**src/rtl/core/vn3_pkg.sv**
```systemverilog
// Shared types, widths and constants for the 3D vector normalizer.
`default_nettype none

package vn3_pkg;

  localparam int COMPONENT_BITS = 16;
  localparam int FRAC           = COMPONENT_BITS - 2;
  localparam int NLANES         = 3;

  localparam int QW    = 2 * COMPONENT_BITS - 1;  // component square
  localparam int SW    = 2 * COMPONENT_BITS;      // squared length
  localparam int AW    = 4 * FRAC + 5;            // u^2 * S, accepted
  localparam int BW    = 3 * FRAC + 6;            // u * S, signed
  localparam int CW    = 4 * FRAC + 9;            // candidate sum, signed
  localparam int RW    = FRAC + 1;                // scaled magnitude
  localparam int NSRCH = FRAC + 1;                // one step per result bit
  localparam int NPOS  = FRAC + 3;                // square, sum, search steps
  localparam int POS_LAST = NPOS - 1;

  localparam logic [SW-1:0] S_UNIT = SW'(1) << (2 * FRAC);
  localparam logic [COMPONENT_BITS-1:0] POS_MAX = {1'b0, {(COMPONENT_BITS - 1){1'b1}}};
  localparam logic [COMPONENT_BITS-1:0] NEG_MAG = {1'b1, {(COMPONENT_BITS - 1){1'b0}}};

  typedef logic signed [COMPONENT_BITS-1:0] comp_t;

  localparam comp_t Q_ONE = comp_t'(COMPONENT_BITS'(1) << FRAC);

  typedef struct packed {
    comp_t x_in;
    comp_t y_in;
    comp_t z_in;
  } vec_in_t;

  typedef struct packed {
    comp_t x_out;
    comp_t y_out;
    comp_t z_out;
    logic  ok;
  } vec_out_t;

  typedef struct packed {
    comp_t code;   // scaled and encoded component
    comp_t raw;    // original component, for the unit-length case
  } lane_res_t;

  typedef struct packed {
    logic en;             // pipeline advances
    logic out_from_skid;  // output register takes the skid entry
    logic out_from_pipe;  // output register takes the new result
    logic skid_load;      // skid takes the new result
  } ctl_t;

endpackage

`default_nettype wire

```
**src/rtl/core/vn3_merge.sv**
```systemverilog
// Sums lane squares, tracks zero/unit length and assembles the output item.
`default_nettype none

module vn3_merge (
  input  logic                                           clk,
  input  vn3_pkg::ctl_t                                  ctl,
  input  logic [vn3_pkg::NLANES-1:0][vn3_pkg::QW-1:0]    sq_in,
  input  vn3_pkg::lane_res_t [vn3_pkg::NLANES-1:0]       res_in,
  output logic [vn3_pkg::NSRCH-1:0][vn3_pkg::SW-1:0]     s_stage,
  output vn3_pkg::vec_out_t                              out_data
);
  import vn3_pkg::*;

  logic [NSRCH-1:0][SW-1:0] s_r;
  logic [NSRCH:0]           zero_r;
  logic [NSRCH:0]           unit_r;
  logic [SW-1:0]            s_sum;
  vec_out_t                 res_vec;
  vec_out_t                 out_r;
  vec_out_t                 skid_r;

  function automatic comp_t pick(lane_res_t lr, logic zero, logic unit);
    if (zero) begin
      return '0;
    end else if (unit) begin
      return lr.raw;
    end
    return lr.code;
  endfunction

  assign s_sum = SW'(sq_in[0]) + SW'(sq_in[1]) + SW'(sq_in[2]);

  always_ff @(posedge clk) begin
    if (ctl.en) begin
      s_r[0]    <= s_sum;
      zero_r[0] <= (s_sum == '0);
      unit_r[0] <= (s_sum == S_UNIT);
      for (int k = 1; k < NSRCH; k++) begin
        s_r[k] <= s_r[k-1];
      end
      for (int k = 1; k <= NSRCH; k++) begin
        zero_r[k] <= zero_r[k-1];
        unit_r[k] <= unit_r[k-1];
      end
    end
  end

  assign s_stage = s_r;

  always_comb begin
    res_vec.x_out = pick(res_in[0], zero_r[NSRCH], unit_r[NSRCH]);
    res_vec.y_out = pick(res_in[1], zero_r[NSRCH], unit_r[NSRCH]);
    res_vec.z_out = pick(res_in[2], zero_r[NSRCH], unit_r[NSRCH]);
    res_vec.ok    = !zero_r[NSRCH];
  end

  always_ff @(posedge clk) begin
    if (ctl.skid_load) begin
      skid_r <= res_vec;
    end
    if (ctl.out_from_skid) begin
      out_r <= skid_r;
    end else if (ctl.out_from_pipe) begin
      out_r <= res_vec;
    end
  end

  assign out_data = out_r;

endmodule

`default_nettype wire

```
**config.mk**
```make
export PLATFORM = sky130hd
export DESIGN_NAME = vn3_merge
export DESIGN_NICKNAME = d
export VERILOG_FILES = /design/src/rtl/core/vn3_pkg.sv /design/src/rtl/core/vn3_merge.sv
export SDC_FILE = /design/constraint.sdc
export NUM_CORES = 1
export LEC_CHECK = 0
export ABC_AREA = 1
export ABC_CLOCK_PERIOD_IN_PS = 4090
export BUFFER_PORTS_ARGS = -buffer_cell sky130_fd_sc_hd__buf_2
export CAP_MARGIN = 20
export CORE_AREA = 2 2 282 284
export CTS_BUF_LIST = sky130_fd_sc_hd__clkbuf_8
export DETAILED_ROUTE_END_ITERATION = 7
export DIE_AREA = 0 0 284 286
export RECOVER_POWER = 50
export SLEW_MARGIN = 5
export SYNTH_ARGS = -nofsm -noshare
export SYNTH_HDL_FRONTEND = slang
export SYNTH_SLANG_ARGS = --single-unit
export TNS_END_PERCENT = 1
```
**constraint.sdc**
```tcl
create_clock -name clk -period 4.09 [get_ports clk]
set_clock_uncertainty 0.1 [all_clocks]
set_input_delay 1.227 -clock clk [delete_from_list [all_inputs] [get_ports clk]]
set_output_delay 1.227 -clock clk [all_outputs]
set_load 0.02 [all_outputs]
```
Yosys cells after proc, flatten, opt, wreduce, memory -nomap -nowiden
Cells that the tools add are included.
W data, S select, Z words.
Operators by class
  eq/ne operators: 1
  divide/modulo/power cells: 0
  reduce and logical (&&, ||, !) cells: 3
  $lt $le $gt $ge: 0
  muxes and demuxes: 13
  add/sub/neg operators: 2
  shift-type cells: 0
  bitwise gates (word level): 0
  multiply operators: 0
Operators with widths (count)
  $mux W16: 9
  $mux W49: 2
  $add A31 B31 Y32: 1
  $add A32 B31 Y32: 1
  $eq A32 B29 Y1 const B: 1
  $logic_not A32 Y1: 1
  $mux W1: 2
  $reduce_bool A2 Y1: 1
  $logic_not A1 Y1: 1
Word-level totals
  bits in latches: 0
  input port bits: 194
  output and inout port bits: 529
  bits in read-only memories: 0
  word-level logic and storage cells: 44
  register bits after elaboration: 610
  memory bits (writable): 0
  memories: 0

Longest topological paths before layout
  depth after elaboration: 5
  depth in mapped cells: 18
  mapped depth without buffers: 18

Worst setup path before layout
OpenSTA, ideal clock, no wires.
  path kind: input-to-reg
  from: input port sq_in[1] in the netlist's numbering
  to: register unit_r[0], data pin
  setup time: 138 ps
  arrival time: 3391 ps
  required time: 3852 ps
  stages: 18
  path buffers: 0
  slack: 460 ps
  path through: inv_1 -> fa_1 -> inv_1 -> ha_1 -> fa_1 -> nand2_1 -> nand2_1 -> nand3_2 -> nand2_2 -> nand2_2 -> nand2_1 -> nand2_1 -> nand2_2 -> nor2_1 -> nand2_1 -> nor2_2 -> nand3_1 -> nor2_1
On the way
  word-level cells in the longest chain between the ends: 3
Ends and longest elaborated chain
  from (decl): RTL line vn3_merge.sv:7  | input logic [vn3_pkg::NLANES-1:0][vn3_pkg::QW-1:0] sq_in,
  $add A31 B31 Y32: RTL line vn3_merge.sv:31  | assign s_sum = SW'(sq_in[0]) + SW'(sq_in[1]) + SW'(sq_in[2]);
  $add A32 B31 Y32: RTL line vn3_merge.sv:31
  net s_sum[13]: RTL line vn3_merge.sv:17  | logic [SW-1:0] s_sum;
  $eq A32 B29 Y1: RTL line vn3_merge.sv:37  | unit_r[0] <= (s_sum == S_UNIT);
  to (signal assigned): RTL line vn3_merge.sv:37
  to (signal, indexed assignment): RTL line vn3_merge.sv:43  | unit_r[k] <= unit_r[k-1];
  to (decl): RTL line vn3_merge.sv:16  | logic [NSRCH:0] unit_r;
The timed path passes the listed nets, and every way through them passes these cells.
A chain may end at the register's enable or synchronous reset.

Final worst setup path
Same ends and word-level chain as after synthesis.

==> flow_summary.json <==
{
  "run_status": "finished with violations",
  "failed_checks": "max-capacitance violations, max-slew violations",
  "synth_fp_nets": 1805,
  "p_switching_uw": 4550,
  "yosys_warnings": 0,
  "hp-class": "reg -> reg",
  "fillers": 7596,
  "fmax_ghz": 0.293,
  "wl_per_cell_um": 19.5,
  "worstReg2RegStart": "unit_r[15]$_DFFE_PP_",
  "critPathLaunchType": "primary input",
  "pwr-share-comb": 0.163,
  "drc": 0,
  "cp_slowest_cell": "fa_1",
  "p_int_uw": 10900,
  "cp_common_cell": "nand2_1",
  "grt_pass1_vias": 15500,
  "critical_path.cell_chain": "buf_2 -> inv_1 -> fa_1 -> inv_1 -> ha_1 -> fa_1 -> nand2_1 -> nand2_1 -> nand3_2 -> nand2_2 -> buf_4 -> nand2_1 -> nand2_1 -> nand2_1 -> nand2_1 -> nor2_1 -> nand2_1 -> nor2_1 -> nand3_1 -> nor2_1",
  "critical_path_class": "in -> reg",
  "critical-path-max-stage-delay_ns": 0.53,
  "via_per_inst": 4.33,
  "antenna_found_initial": 6,
  "clkLatencyLatePin_ns": 0.70,
  "finish.net_count": 2631,
  "die_y_um": 286,
  "p_sw_frac": 0.294,
  "die_area_mm2": 0.0812,
  "numCtsBuffers": 101,
  "io_buffers": 722,
  "cts.path.max_buffers": 3,
  "worstPathMaxFanout": 4,
  "grt_max_degree": 103,
  "netlist_area_mm2": 0.0231,
  "cp_data_arrival_time_ns": 3.87,
  "cts_root_buf": "clkbuf_8",
  "grt_setup_unrepaired": "no",
  "htreeDepth": 3,
  "required_ns": 4.54,
  "track_usage": 0.159,
  "netlist_instances": 1549,
  "r2r.worst_path.cells": 5,
  "num_vias": 15200,
  "antenna_left": 0,
  "initial_core_util": 0.294,
  "hp-start": "zero_r[2]$_DFFE_PP_",
  "boundaryPins": 723,
  "p_total_uw": 15400,
  "drv_cap": 7,
  "seq_power_share": 0.507,
  "ir_drop_mv": 0.328,
  "place.gp.congestion": 1.04,
  "cts_tree": "done",
  "leakagePower_uw": 0.0131,
  "die_w_um": 284,
  "hold_viol": 0,
  "powerDensity_mw_per_mm2": 515,
  "end_kind": "flop",
  "seq_area_frac_synth": 0.794,
  "post_cts_buffers": 0,
  "tightestPinTransition_ns": 2.59,
  "syn_avg_cell_area_um2": 14.9,
  "core_mm2": 0.0784,
  "numClockSinks": 610,
  "overflow": 0,
  "hold_depth": 0,
  "cts_hold_buf": 0,
  "drv_slew": 448,
  "wl_um": 68200,
  "cts_resized": 0,
  "synth.distinct_cells": 35,
  "seq_area_mm2": 0.0183,
  "area_growth_pct": 30.0,
  "core.rowCount": 103,
  "fin_crit_sh": 0.835,
  "relSlewSlack": -0.726,
  "clkPwrFrac": 0.329,
  "place_hpwl_um": 52100,
  "fin_crit_ns": 3.42,
  "synth_seq_cells": 610,
  "holdWs_ns": 0.307,
  "fin_util": 0.383,
  "drt-initial-drc-count": 972,
  "setup_violations": 0,
  "clkTransAtPathRegs_ns": 0.06,
  "worstSetupStartpoint": "sq_in[1]",
  "grt_pass1_wl_um": 96400,
  "dr.pass1.iters": 5,
  "final_layout_size_suffix_gt1_frac": 0.373,
  "multiInputGateArea_mm2": 0.00389
}
-- critical path, delay by kind of cell --
| kind | cells | cell delay [ns] |
|---|---|---|
| and+or+nand+nor | 13 | 1.13 |
| adders and majority gates | 3 | 1.20 |
| buffers and inverters | 4 | 0.34 |
-- stage by stage --
step	area, um2	worst slack, ns	instances	setup TNS [ns]
CTS	30100	0.779	3502	0
global route	30000	0.401	3504	0
floorplan	23100	0.460	1549	0
global placement	28200	-0.0606	3321	-0.111
detailed placement	28200	-0.00822	3321	-0.00822
finish	30000	0.674	3505	0
-- power groups by stage --
stage	logic, uW	registers (uW)	clock network [uW]
finish	2520	7840	5090
global route	2720	7890	5540
CTS	2530	7840	5280
detailed placement	2520	7950	0
global placement	2520	7940	0
floorplan	864	8380	0
-- state kept, by name, indices dropped and copies added (netlist names) --
signal	flops
out_data	49
s_stage	480
skid_r	49
unit_r	16
zero_r	16
-- cells in the mapped netlist, drive strengths merged --
library cell	count	area share
o21a	2	0.00065
fa	32	0.028
and3	1	0.00027
nand3b	3	0.00098
o21ai	49	0.011
or2	3	0.00092
a31oi	1	0.00027
clkbuf	23	0.0037
clkinv	2	0.00033
nand3	88	0.020
buf	4	0.00098
edfxtp	610	0.79
nor2b	1	0.00027
and2	4	0.0012
xnor2	1	0.00038
inv	198	0.032
nor2	49	0.0096
nand2	414	0.070
ha	30	0.016
nand4	10	0.0027
nor3	4	0.0011
o21bai	1	0.00033
xor2	3	0.0011
a21oi	16	0.0041
-- per-layer routing --
| layer | part of all wire | wire length [um] | vias to the layer above | track usage |
|---|---|---|---|---|
| li1 | - | - | 7008 | - |
| met1 | 0.38 | 25800 | 7301 | 0.180 |
| met2 | 0.51 | 34700 | 712 | 0.283 |
| met3 | 0.074 | 5030 | 141 | 0.0425 |
| met4 | 0.038 | 2620 | 0 | 0.0689 |
| met5 | 0 | 0 | - | 0 |
-- worst paths after layout --
kind              slack, ns                      to
setup reg to reg       1.58  out_data[16]$_DFFE_PP_
hold reg to reg        0.31     zero_r[3]$_DFFE_PP_
setup / recovery       0.67     unit_r[0]$_DFFE_PP_
hold / removal         0.31     zero_r[3]$_DFFE_PP_
-- cell families (layout without fill, tap and decap cells) --
| family | after synthesis | in the layout | share of synthesized area |
|---|---|---|---|
| fa+ha+maj | 62 | 62 | 0.0440 |
| xor+xnor | 4 | 4 | 0.00152 |
| buf+inv | 227 | 1131 | 0.0373 |
| compound gates | 69 | 69 | 0.0160 |
| simple gates | 577 | 577 | 0.107 |
| flops | 610 | 610 | 0.794 |
| other cells | 0 | 2 | 0 |
-- cell usage in the layout, fill, tap and decap left out, types with 2 or more instances in the layout --
| cell | netlist | layout |
|---|---|---|
| nand2_2 | 21 | 21 |
| clkinv_2 | 0 | 12 |
| diode_2 | 0 | 2 |
| and2_2 | 2 | 2 |
| o21ai_1 | 5 | 5 |
| and2_1 | 2 | 2 |
| ha_1 | 30 | 30 |
| bufinv_16 | 0 | 4 |
| o21ai_0 | 44 | 44 |
| nand4_1 | 10 | 10 |
| nand3_1 | 82 | 82 |
| a21oi_1 | 14 | 14 |
| inv_1 | 198 | 229 |
| inv_12 | 0 | 2 |
| fa_1 | 32 | 32 |
| edfxtp_1 | 610 | 610 |
| or2_2 | 2 | 2 |
| nand3b_1 | 3 | 3 |
| clkbuf_1 | 23 | 8 |
| buf_2 | 0 | 720 |
| nand3_2 | 6 | 6 |
| clkinv_8 | 0 | 2 |
| nor2_2 | 12 | 12 |
| xor2_1 | 3 | 3 |
| clkbuf_2 | 0 | 3 |
| nand2_1 | 393 | 393 |
| buf_4 | 0 | 17 |
| nor3_1 | 3 | 3 |
| clkinv_1 | 2 | 27 |
| clkbuf_8 | 0 | 102 |
| o21a_1 | 2 | 2 |
| nor2_1 | 36 | 36 |
-- layout make-up --
| class | instances | area share |
|---|---|---|
| Sequential cell | 610 | 0.611 |
| Multi-Input combinational cell | 712 | 0.130 |
| Timing Repair Buffer | 750 | 0.127 |
| Clock buffer | 102 | 0.0468 |
| Tap cell | 1050 | 0.0438 |
| Inverter | 200 | 0.0250 |
| Clock inverter | 79 | 0.0165 |
| Antenna cell | 2 | 0.000167 |
Note: power is estimated with default switching activity, not from simulation.
