$ cat src/rtl/core/vn3_pkg.sv
// Shared types, widths and constants for the 3D vector normalizer.
`default_nettype none

package vn3_pkg;

  localparam int COMPONENT_BITS = 16;
  localparam int FRAC           = COMPONENT_BITS - 2;
  localparam int NLANES         = 3;

  localparam int QW    = 2 * COMPONENT_BITS - 1;  // component square
  localparam int SW    = 2 * COMPONENT_BITS;      // squared length
  localparam int AW    = 4 * FRAC + 5;            // u^2 * S, accepted
  localparam int BW    = 3 * FRAC + 6;            // u * S, signed
  localparam int CW    = 4 * FRAC + 9;            // candidate sum, signed
  localparam int RW    = FRAC + 1;                // scaled magnitude
  localparam int NSRCH = FRAC + 1;                // one step per result bit
  localparam int NPOS  = FRAC + 3;                // square, sum, search steps
  localparam int POS_LAST = NPOS - 1;

  localparam logic [SW-1:0] S_UNIT = SW'(1) << (2 * FRAC);
  localparam logic [COMPONENT_BITS-1:0] POS_MAX = {1'b0, {(COMPONENT_BITS - 1){1'b1}}};
  localparam logic [COMPONENT_BITS-1:0] NEG_MAG = {1'b1, {(COMPONENT_BITS - 1){1'b0}}};

  typedef logic signed [COMPONENT_BITS-1:0] comp_t;

  localparam comp_t Q_ONE = comp_t'(COMPONENT_BITS'(1) << FRAC);

  typedef struct packed {
    comp_t x_in;
    comp_t y_in;
    comp_t z_in;
  } vec_in_t;

  typedef struct packed {
    comp_t x_out;
    comp_t y_out;
    comp_t z_out;
    logic  ok;
  } vec_out_t;

  typedef struct packed {
    comp_t code;   // scaled and encoded component
    comp_t raw;    // original component, for the unit-length case
  } lane_res_t;

  typedef struct packed {
    logic en;             // pipeline advances
    logic out_from_skid;  // output register takes the skid entry
    logic out_from_pipe;  // output register takes the new result
    logic skid_load;      // skid takes the new result
  } ctl_t;

endpackage

`default_nettype wire

$ cat src/rtl/core/vn3_ctl.sv
// Valid tracking, output register and skid control for the normalizer pipeline.
`default_nettype none

module vn3_ctl (
  input  logic          clk,
  input  logic          rst_n,
  input  logic          in_valid,
  output logic          in_ready,
  output logic          out_valid,
  input  logic          out_ready,
  output vn3_pkg::ctl_t ctl
);
  import vn3_pkg::*;

  logic [NPOS-1:0] v_r;
  logic            out_v_r;
  logic            skid_v_r;
  logic            en;
  logic            room;
  logic            incoming;

  always_comb begin
    en       = !skid_v_r;
    room     = !out_v_r || out_ready;
    incoming = en && v_r[NPOS-1];
    ctl.en            = en;
    ctl.out_from_skid = room && skid_v_r;
    ctl.out_from_pipe = room && !skid_v_r && incoming;
    ctl.skid_load     = !room && incoming;
  end

  always_ff @(posedge clk) begin
    if (!rst_n) begin
      v_r      <= '0;
      out_v_r  <= 1'b0;
      skid_v_r <= 1'b0;
    end else begin
      if (en) begin
        v_r <= {v_r[NPOS-2:0], in_valid};
      end
      if (room) begin
        out_v_r <= skid_v_r || incoming;
      end
      if (ctl.out_from_skid) begin
        skid_v_r <= 1'b0;
      end else if (ctl.skid_load) begin
        skid_v_r <= 1'b1;
      end
    end
  end

  assign in_ready  = en;
  assign out_valid = out_v_r;

endmodule

`default_nettype wire

$ cat config.mk
export PLATFORM = sky130hd
export DESIGN_NAME = vn3_ctl
export DESIGN_NICKNAME = d
export VERILOG_FILES = /design/src/rtl/core/vn3_pkg.sv /design/src/rtl/core/vn3_ctl.sv
export SDC_FILE = /design/constraint.sdc
export NUM_CORES = 1
export LEC_CHECK = 0
export BUFFER_PORTS_ARGS = -buffer_cell sky130_fd_sc_hd__buf_4
export CAP_MARGIN = 5
export CORE_MARGIN = 3
export CORE_UTILIZATION = 55
export DETAILED_ROUTE_END_ITERATION = 10
export GPL_ROUTABILITY_DRIVEN = 0
export PLACE_DENSITY = 0.79
export SYNTH_ARGS = -nofsm -noshare
export SYNTH_HDL_FRONTEND = slang
export SYNTH_SLANG_ARGS = --single-unit
$ cat constraint.sdc
create_clock -name clk -period 2.7 [get_ports clk]
set_input_delay 0.27 -clock clk [delete_from_list [all_inputs] [get_ports clk]]
set_output_delay 0.27 -clock clk [all_outputs]
set_load 0.005 [all_outputs]
# [Word level (Yosys, flattened, before mapping)]
# Cells that the tools add are included.
[totals] output_inout_bits=6 regBits=19 word_cells=15 in_bits=4
[classes] reduce_logical=11 n_bitwise=1
[op_table] operator="logical AND 1 bit" count=5
[op_table] operator="logical NOT 1 bit" count=3
[op_table] operator="logical OR 1 bit" count=2
[op_table] operator="OR reduction 2 bit" count=1
[op_table] operator="NOT 1 bit" count=1

# [Depth between registers and ports, before layout]
# Gate-level depths: netlist of the first run.
[depth] word_depth=4 ltp_mapped=3 mapped_depth_nobuf=2

# [Least setup slack after synthesis of the first run]
# Ideal clock, no wire load.
[synth_timing] path_type="register to output" start="reg skid_v_r" end="out ctl[0] (netlist bit)" path_buffers=1 arrival_time_ns=0.740 t_required_ns=2.430 path_slack_ns=1.690 path_stages_with_launch=4 cell_sequence="dfxtp_1 > buf_6 > nand2b_1 > nor2_1"
[synth_lines] element="from (decl)" line="vn3_ctl.sv:17" rtl="logic skid_v_r;"
[synth_lines] element="from (signal assigned)" line="vn3_ctl.sv:36" rtl="skid_v_r <= 1'b0;"
[synth_lines] element="from (signal assigned)" line="vn3_ctl.sv:45" rtl="skid_v_r <= 1'b0;"
[synth_lines] element="from (signal assigned)" line="vn3_ctl.sv:47" rtl="skid_v_r <= 1'b1;"
[synth_lines] element="to (decl)" line="vn3_ctl.sv:11" rtl="output vn3_pkg::ctl_t ctl"

==> results.md, run 1 <==
- Commonest non-fill, non-tap cell in the layout: dfxtp_1
- Port buffer count: 9
- Core outline area: 1190 um2
- # hold bufs at CTS: 0
- Skew final: around 3.7 ps
- N_diodes: 0
- Mean area per synthesized cell: about 11 um2
- Global-route wire length before repair: 1.81 mm
- Top achievable clock speed: 0.646 GHz
- Post-CTS resize count: 0
- CTS tree: built
- DPL Wire Length: 770 um
- Worst skew pair latency: roughly 280 ps
- Flop2flop setup slack: 1380 ps
- CTS sink cnt: 19
- Drt first pass iters: 2
- DR vias: between 400 and 500
- Critical Path RT: roughly 2400 ps
- Die Y: 42.8 um
- Post-synthesis mux area share: between 20 and 25%
- Final wirelength: 1.05 mm
- Area share of fa/ha/maj cells after synthesis: 0%
- Status: finished clean
- Endpoint type of the worst setup path: primary output
- Pins Over Slew Limit: 0
- Setup TNS Final: 0 ps
- Total CTS buffers: 3
- Area delta synth->final: 11.3%
- Unrepaired setup endpoints after global routing: false
- Layout cells sized above 1: 18.2%
- Crit Path Class: flip-flop to primary output
- Leakage: roughly 0.27 nW
- Total power density per cell area: 521 nW/um2
- Most frequent cells in the layout: 19 x dfxtp_1, 18 x nor2b_1, 17 x mux2i_1, 10 x buf_4, 4 x nor2_1
- # H-tree levels: 1
- Fillcell total: 101
- DR iter-0 viols: 1
- Largest family of logic cells by synthesized area: multiplexers
- Post-CTS Setup Repair Bufs: 0
- Simple logic cell fraction of the synthesized area: 18.9%
- Routed length per instance: 11.5 um
- Ys Warns: 0
- Number of global-route vias before repair: 438
- Clock root buffer: clkbuf_4
- Die Width: 42.8 um
- Rows: 12
- Relative slew slack: 68.7%
- Vias per cell: 4.89
- Crit start category: flip-flop
- Tot GR Track Use: 12.8%
- Nets: 82
- Max-Cap Viols: 0
- Post-Synth XOR/XNOR Area: 0%
- Synth Area in Compound Gates: 1.85%
- Hold crit path type: input pin to flip-flop
- #FFs+latches synth: 19
- Worst-Margin Slew: 469 ps
- Placed insts: between 80 and 90
- Initial Util: 62.7%
- Final Critical Period: 1550 ps
- Post-route ant nets: 0
- Die ar.: 1830 um2
- CP arrival: 1280 ps
- Worst hold margin: 243 ps
- Largest net degree at the start of global routing: 20
- # IOs: 10
- Tot Pwr: 431 uW
- Final setup fails: 0
- Final period util: 57.3%
- Congestion Overflow GR: 0
- Max VDD drop: 0.332 mV
- Finished Layout Cells: 91
- Netlist cell types: 11
- Final Hold Viols: 0
- Reg clk slew, reported paths: 100 ps
- CTS max path bufs: 2
- Syn Nets: about 70
- Synth Instances: 67
- Sequential cell area fraction in the yosys report: 51.2%
- Initial antenna violation count: 0
- Cell area after synthesis: about 740 um2
- Critical-path maximum fanout: 10
- Residual DRC: 0
## path summary, 6_finish.rpt
path,startpoint,end,cells past startpoint
worst min-delay path,in_valid,v_r[0]$_SDFFE_PN0N_,3
worst min register to register,out_valid$_SDFFE_PN0P_,skid_v_r$_SDFFE_PP0P_,2
worst max-delay path,skid_v_r$_SDFFE_PP0P_,ctl[1],3
worst max register to register,skid_v_r$_SDFFE_PP0P_,v_r[2]$_SDFFE_PN0N_,3
## worst max-delay path, stage by stage (launching register included)
cell      delay (ps)
dfxtp_1          630
nand2b_1         190
nor2_1            50
buf_4            130
## flip-flops by register name, indices dropped and copies added (netlist names)
signal and count:
v_r 17, out_valid 1, skid_v_r 1
## power breakdown
part | leakage (nW) | total [mW] | switching (mW) | internal (mW)
Sequential | 0.154 | 0.284 | 0.00120 | 0.282
Combinational | 0.102 | 0.0124 | 0.00454 | 0.00790
Clock | 0.0150 | 0.135 | 0.0778 | 0.0573
## final cells by class
cell class | count | area [um2] | share of cell area, %
inverters | 1 | 3.75 | 0.454
flip-flops and latches | 19 | 380 | 46.0
repair buffers | 10 | 75.1 | 9.08
well taps | 14 | 17.5 | 2.12
multi-input cells | 43 | 324 | 39.2
clock buffers | 4 | 26.3 | 3.18
## per-stage QoR
stage / util (%) / worst slack [ps] / cell area, um2
floorplan: - / 1690 / 743
global placement: 67.5 / 1430 / 801
detailed placement: 67.5 / 1390 / 801
CTS: 69.7 / 1140 / 827
global route: 69.7 / 1000 / 827
finish: 69.7 / 1150 / 827
## kinds of logic (layout without fill, tap and decap cells)
family                 Yosys count  in the layout
AOI/OAI and AO/OA                2              2
buffers and inverters            5             15
DFF                             19             19
muxes                           17             17
and+or+nand+nor                 24             24
## layer usage
layer / track usage [%] / wire length (um) / vias to the layer above
met5: 0 / 0 / -
met1: 15.9 / 527 / 198
li1: - / - / 240
met3: 3.81 / 44 / 0
met2: 21.3 / 476 / 7
met4: 3.73 / 0 / 0
## synth_stat cells
cell type / instances / area (um2)
mux2i_1: 17 / 170
buf_4: 1 / 7.51
nor2b_1: 18 / 113
o31a_1: 1 / 8.76
nor2_1: 4 / 15.0
inv_2: 1 / 3.75
buf_6: 2 / 22.5
o21ai_1: 1 / 5.00
buf_2: 1 / 5.00
dfxtp_1: 19 / 380
nand2b_1: 2 / 12.5
Note: power is estimated with default switching activity, not from simulation.
==> run 2, diff against run 1 <==
--- a/config.mk
+++ b/config.mk
@@ -5,13 +5,14 @@
 export SDC_FILE = /design/constraint.sdc
 export NUM_CORES = 1
 export LEC_CHECK = 0
+export ABC_AREA = 1
 export BUFFER_PORTS_ARGS = -buffer_cell sky130_fd_sc_hd__buf_4
 export CAP_MARGIN = 5
 export CORE_MARGIN = 3
-export CORE_UTILIZATION = 55
+export CORE_UTILIZATION = 54
 export DETAILED_ROUTE_END_ITERATION = 10
 export GPL_ROUTABILITY_DRIVEN = 0
-export PLACE_DENSITY = 0.79
+export PLACE_DENSITY = 0.77
 export SYNTH_ARGS = -nofsm -noshare
 export SYNTH_HDL_FRONTEND = slang
 export SYNTH_SLANG_ARGS = --single-unit
==> constraint.sdc (replaced) <==
create_clock -name clk -period 1.52 [get_ports clk]
set_input_delay 0.152 -clock clk [delete_from_list [all_inputs] [get_ports clk]]
set_output_delay 0.152 -clock clk [all_outputs]
set_load 0.005 [all_outputs]
==> results.md, run 2 <==
- Netlist cell types: 11
- Routed length per instance: 8.18 um
- Top post-synthesis cells by area: dfxtp_1 46%, nor2_1 17%, nand2_1 16%
- DPL Wire Length: 810 um
- Layout cells sized above 1: a little under an eighth
- Residual DRC: 0
- CTS max path bufs: 2
- Endpoint type of the worst setup path: primary output
- CP arrival: 1000 ps
- Synth cell count leaders: 38 x nor2_1, 36 x nand2_1, 20 x inv_1
- Largest net degree at the start of global routing: 37
- Final setup fails: 0
- Final Critical Period: 1150 ps
- Initial Util: between 60 and 70%
- DR vias: roughly 630
- Cell area after synthesis: 827 um2
- Final Hold Viols: 0
- Critical-path maximum fanout: 4
- Crit path launch: skid_v_r$_SDFFE_PP0P_
- Final wirelength: 1.19 mm
- Met1 WL: 608 um
- DR iter-0 viols: 3
- Die Y: approximately 45 um
- Worst hold margin: just over 70 ps
- Drt first pass iters: 4
- Biggest register: v_r
- Share of flip-flops with an asynchronous set or reset: 0%
- Crit start category: flip-flop
- Unrepaired setup endpoints after global routing: false
- R2R Path End: v_r[8]$_SDFFE_PN0N_
- Pins Over Slew Limit: 0
- Design area: 876 um2
- DR WL met3: 39 um
- Most frequent cell after synthesis: nor2_1
- Ys flop type: dfxtp_1
- Number of global-route vias before repair: 495
- Clock root buffer: clkbuf_4
- Reg2reg path depth: 4
- Commonest non-fill, non-tap cell in the layout: nor2_1
- Rows: 13
- Final period util: 75.6%
- Global-route wire length before repair: ~2.0 mm
- N_diodes: 0
- Crit Path Class: flip-flop to primary output
- Post-route ant nets: 0
- Nets: between 100 and 150
- Max VDD drop: 0.546 mV
- Status: finished clean
- Total power density per cell area: approximately 880 nW/um2
- Die Width: ~45 um
- Congestion Overflow GR: 0
- Sequential cell area fraction in the yosys report: 46.0%
- Post-CTS Setup Repair Bufs: 0
- Top achievable clock speed: a little under 0.9 GHz
- HP Start: in_valid
- Setup TNS Final: 0 ps
- Max Used Layer: met4
- Max-Cap Viols: 0
- Syn Nets: 128
- R2r startpoint: skid_v_r$_SDFFE_PP0P_
- Placed inst area: 850 um2
- Post-CTS resize count: 0
- # IOs: 10
- Ys Warns: 0
- Largest register FFs: 17
- Synth top area share: between 40% and 50%
- #FFs+latches synth: 19
- Tot Pwr: 773 uW
- Initial antenna violation count: 0
- Mean area per synthesized cell: 6.67 um2
- Critical path destination: ctl[1]
- Fillcell total: 132
- Leakage: 0.372 nW
- Flop2flop setup slack: about 560 ps
- Final Util: between 60 and 70%
- CTS tree: built
- Vias per cell: around 4.3
- Reg clk slew, reported paths: 100 ps
- Critical Path RT: 1370 ps
- Synth Instances: about 120
- CTS sink cnt: 19
- Met2 WL post-DR: 532 um
- Hold crit path type: input pin to flip-flop
- Post-synth EDFFs: 0
- Area delta synth->final: 5.90%
- Core outline area: 1370 um2
- Most frequent cells in the layout: 38 x nor2_1, 36 x nand2_1, 20 x inv_1, 19 x dfxtp_1, 10 x buf_4
- Tot GR Track Use: between 10 and 15%
- Die ar.: 2040 um2
- Post-synth top area cell: dfxtp_1
- Relative slew slack: 78.4%
- Worst skew pair latency: 280 ps
- # H-tree levels: 1
- Total CTS buffers: 3
- Worst-Margin Slew: 324 ps
- Port buffer count: 9
- Skew final: 4.71 ps
- # hold bufs at CTS: 0
run 2: cell types whose count changed in the layout (fill, tap and decap cells not counted), moves of 2 or more:
cell	before	now
nand2_1	0	36
nor2_1	4	38
nand2b_1	2	0
mux2i_1	17	0
nor2b_1	18	0
inv_1	0	20
run 2: power breakdown:
| part | switching [mW] | internal, mW |
|---|---|---|
| clock | 0.137 | 0.102 |
| sequential | 0.00197 | 0.502 |
| combinational | 0.0172 | 0.0131 |
run 2: final cells by class:
cell class	instances	area, um2	area share [%]
multi-input combinational	78	300	34.3
inverter	20	75.1	8.57
clock buffer	4	26.3	3.00
timing repair buffer	10	75.1	8.57
sequential	19	380	43.4
tap	15	18.8	2.14
run 2: worst min-delay path by stage:
stage | cells past startpoint | endpoint | slack [ps]
3_3_place_gp | 3 | v_r[0]$_SDFFE_PN0N_ | 370
2_1_floorplan | 2 | v_r[0]$_SDFFE_PN0N_ | 280
6_report | 3 | v_r[0]$_SDFFE_PN0N_ | 70
3_5_place_dp | 3 | v_r[0]$_SDFFE_PN0N_ | 370
4_1_cts | 3 | v_r[0]$_SDFFE_PN0N_ | 70
5_1_grt | 3 | v_r[0]$_SDFFE_PN0N_ | 90
run 2: critical path: stages (launching register included):
cell and delay (ps):
dfxtp_1 320, inv_1 100, nand2_1 80, nor2_1 100, buf_4 110
run 2: cells by family after synthesis:
| group | share of synthesized area (%) |
|---|---|
| buffers and inverters | 17.7 |
| DFF | 46.0 |
| and+or+nand+nor | 35.7 |
| AOI/OAI and AO/OA | 0.605 |
run 2: metal layers:
metal / vias up / global-route usage (%)
li1: 363 / -
met1: 257 / 17.9
met2: 7 / 19.8
met3: 2 / 2.39
met4: 0 / 8.77
met5: - / 0
run 2: stage by stage:
step / setup WS, ps / cells
2_1_floorplan: 654 / 124
3_3_place_gp: 608 / 142
3_5_place_dp: 566 / 142
4_1_cts: 353 / 146
5_1_grt: 260 / 146
6_report: 371 / 146
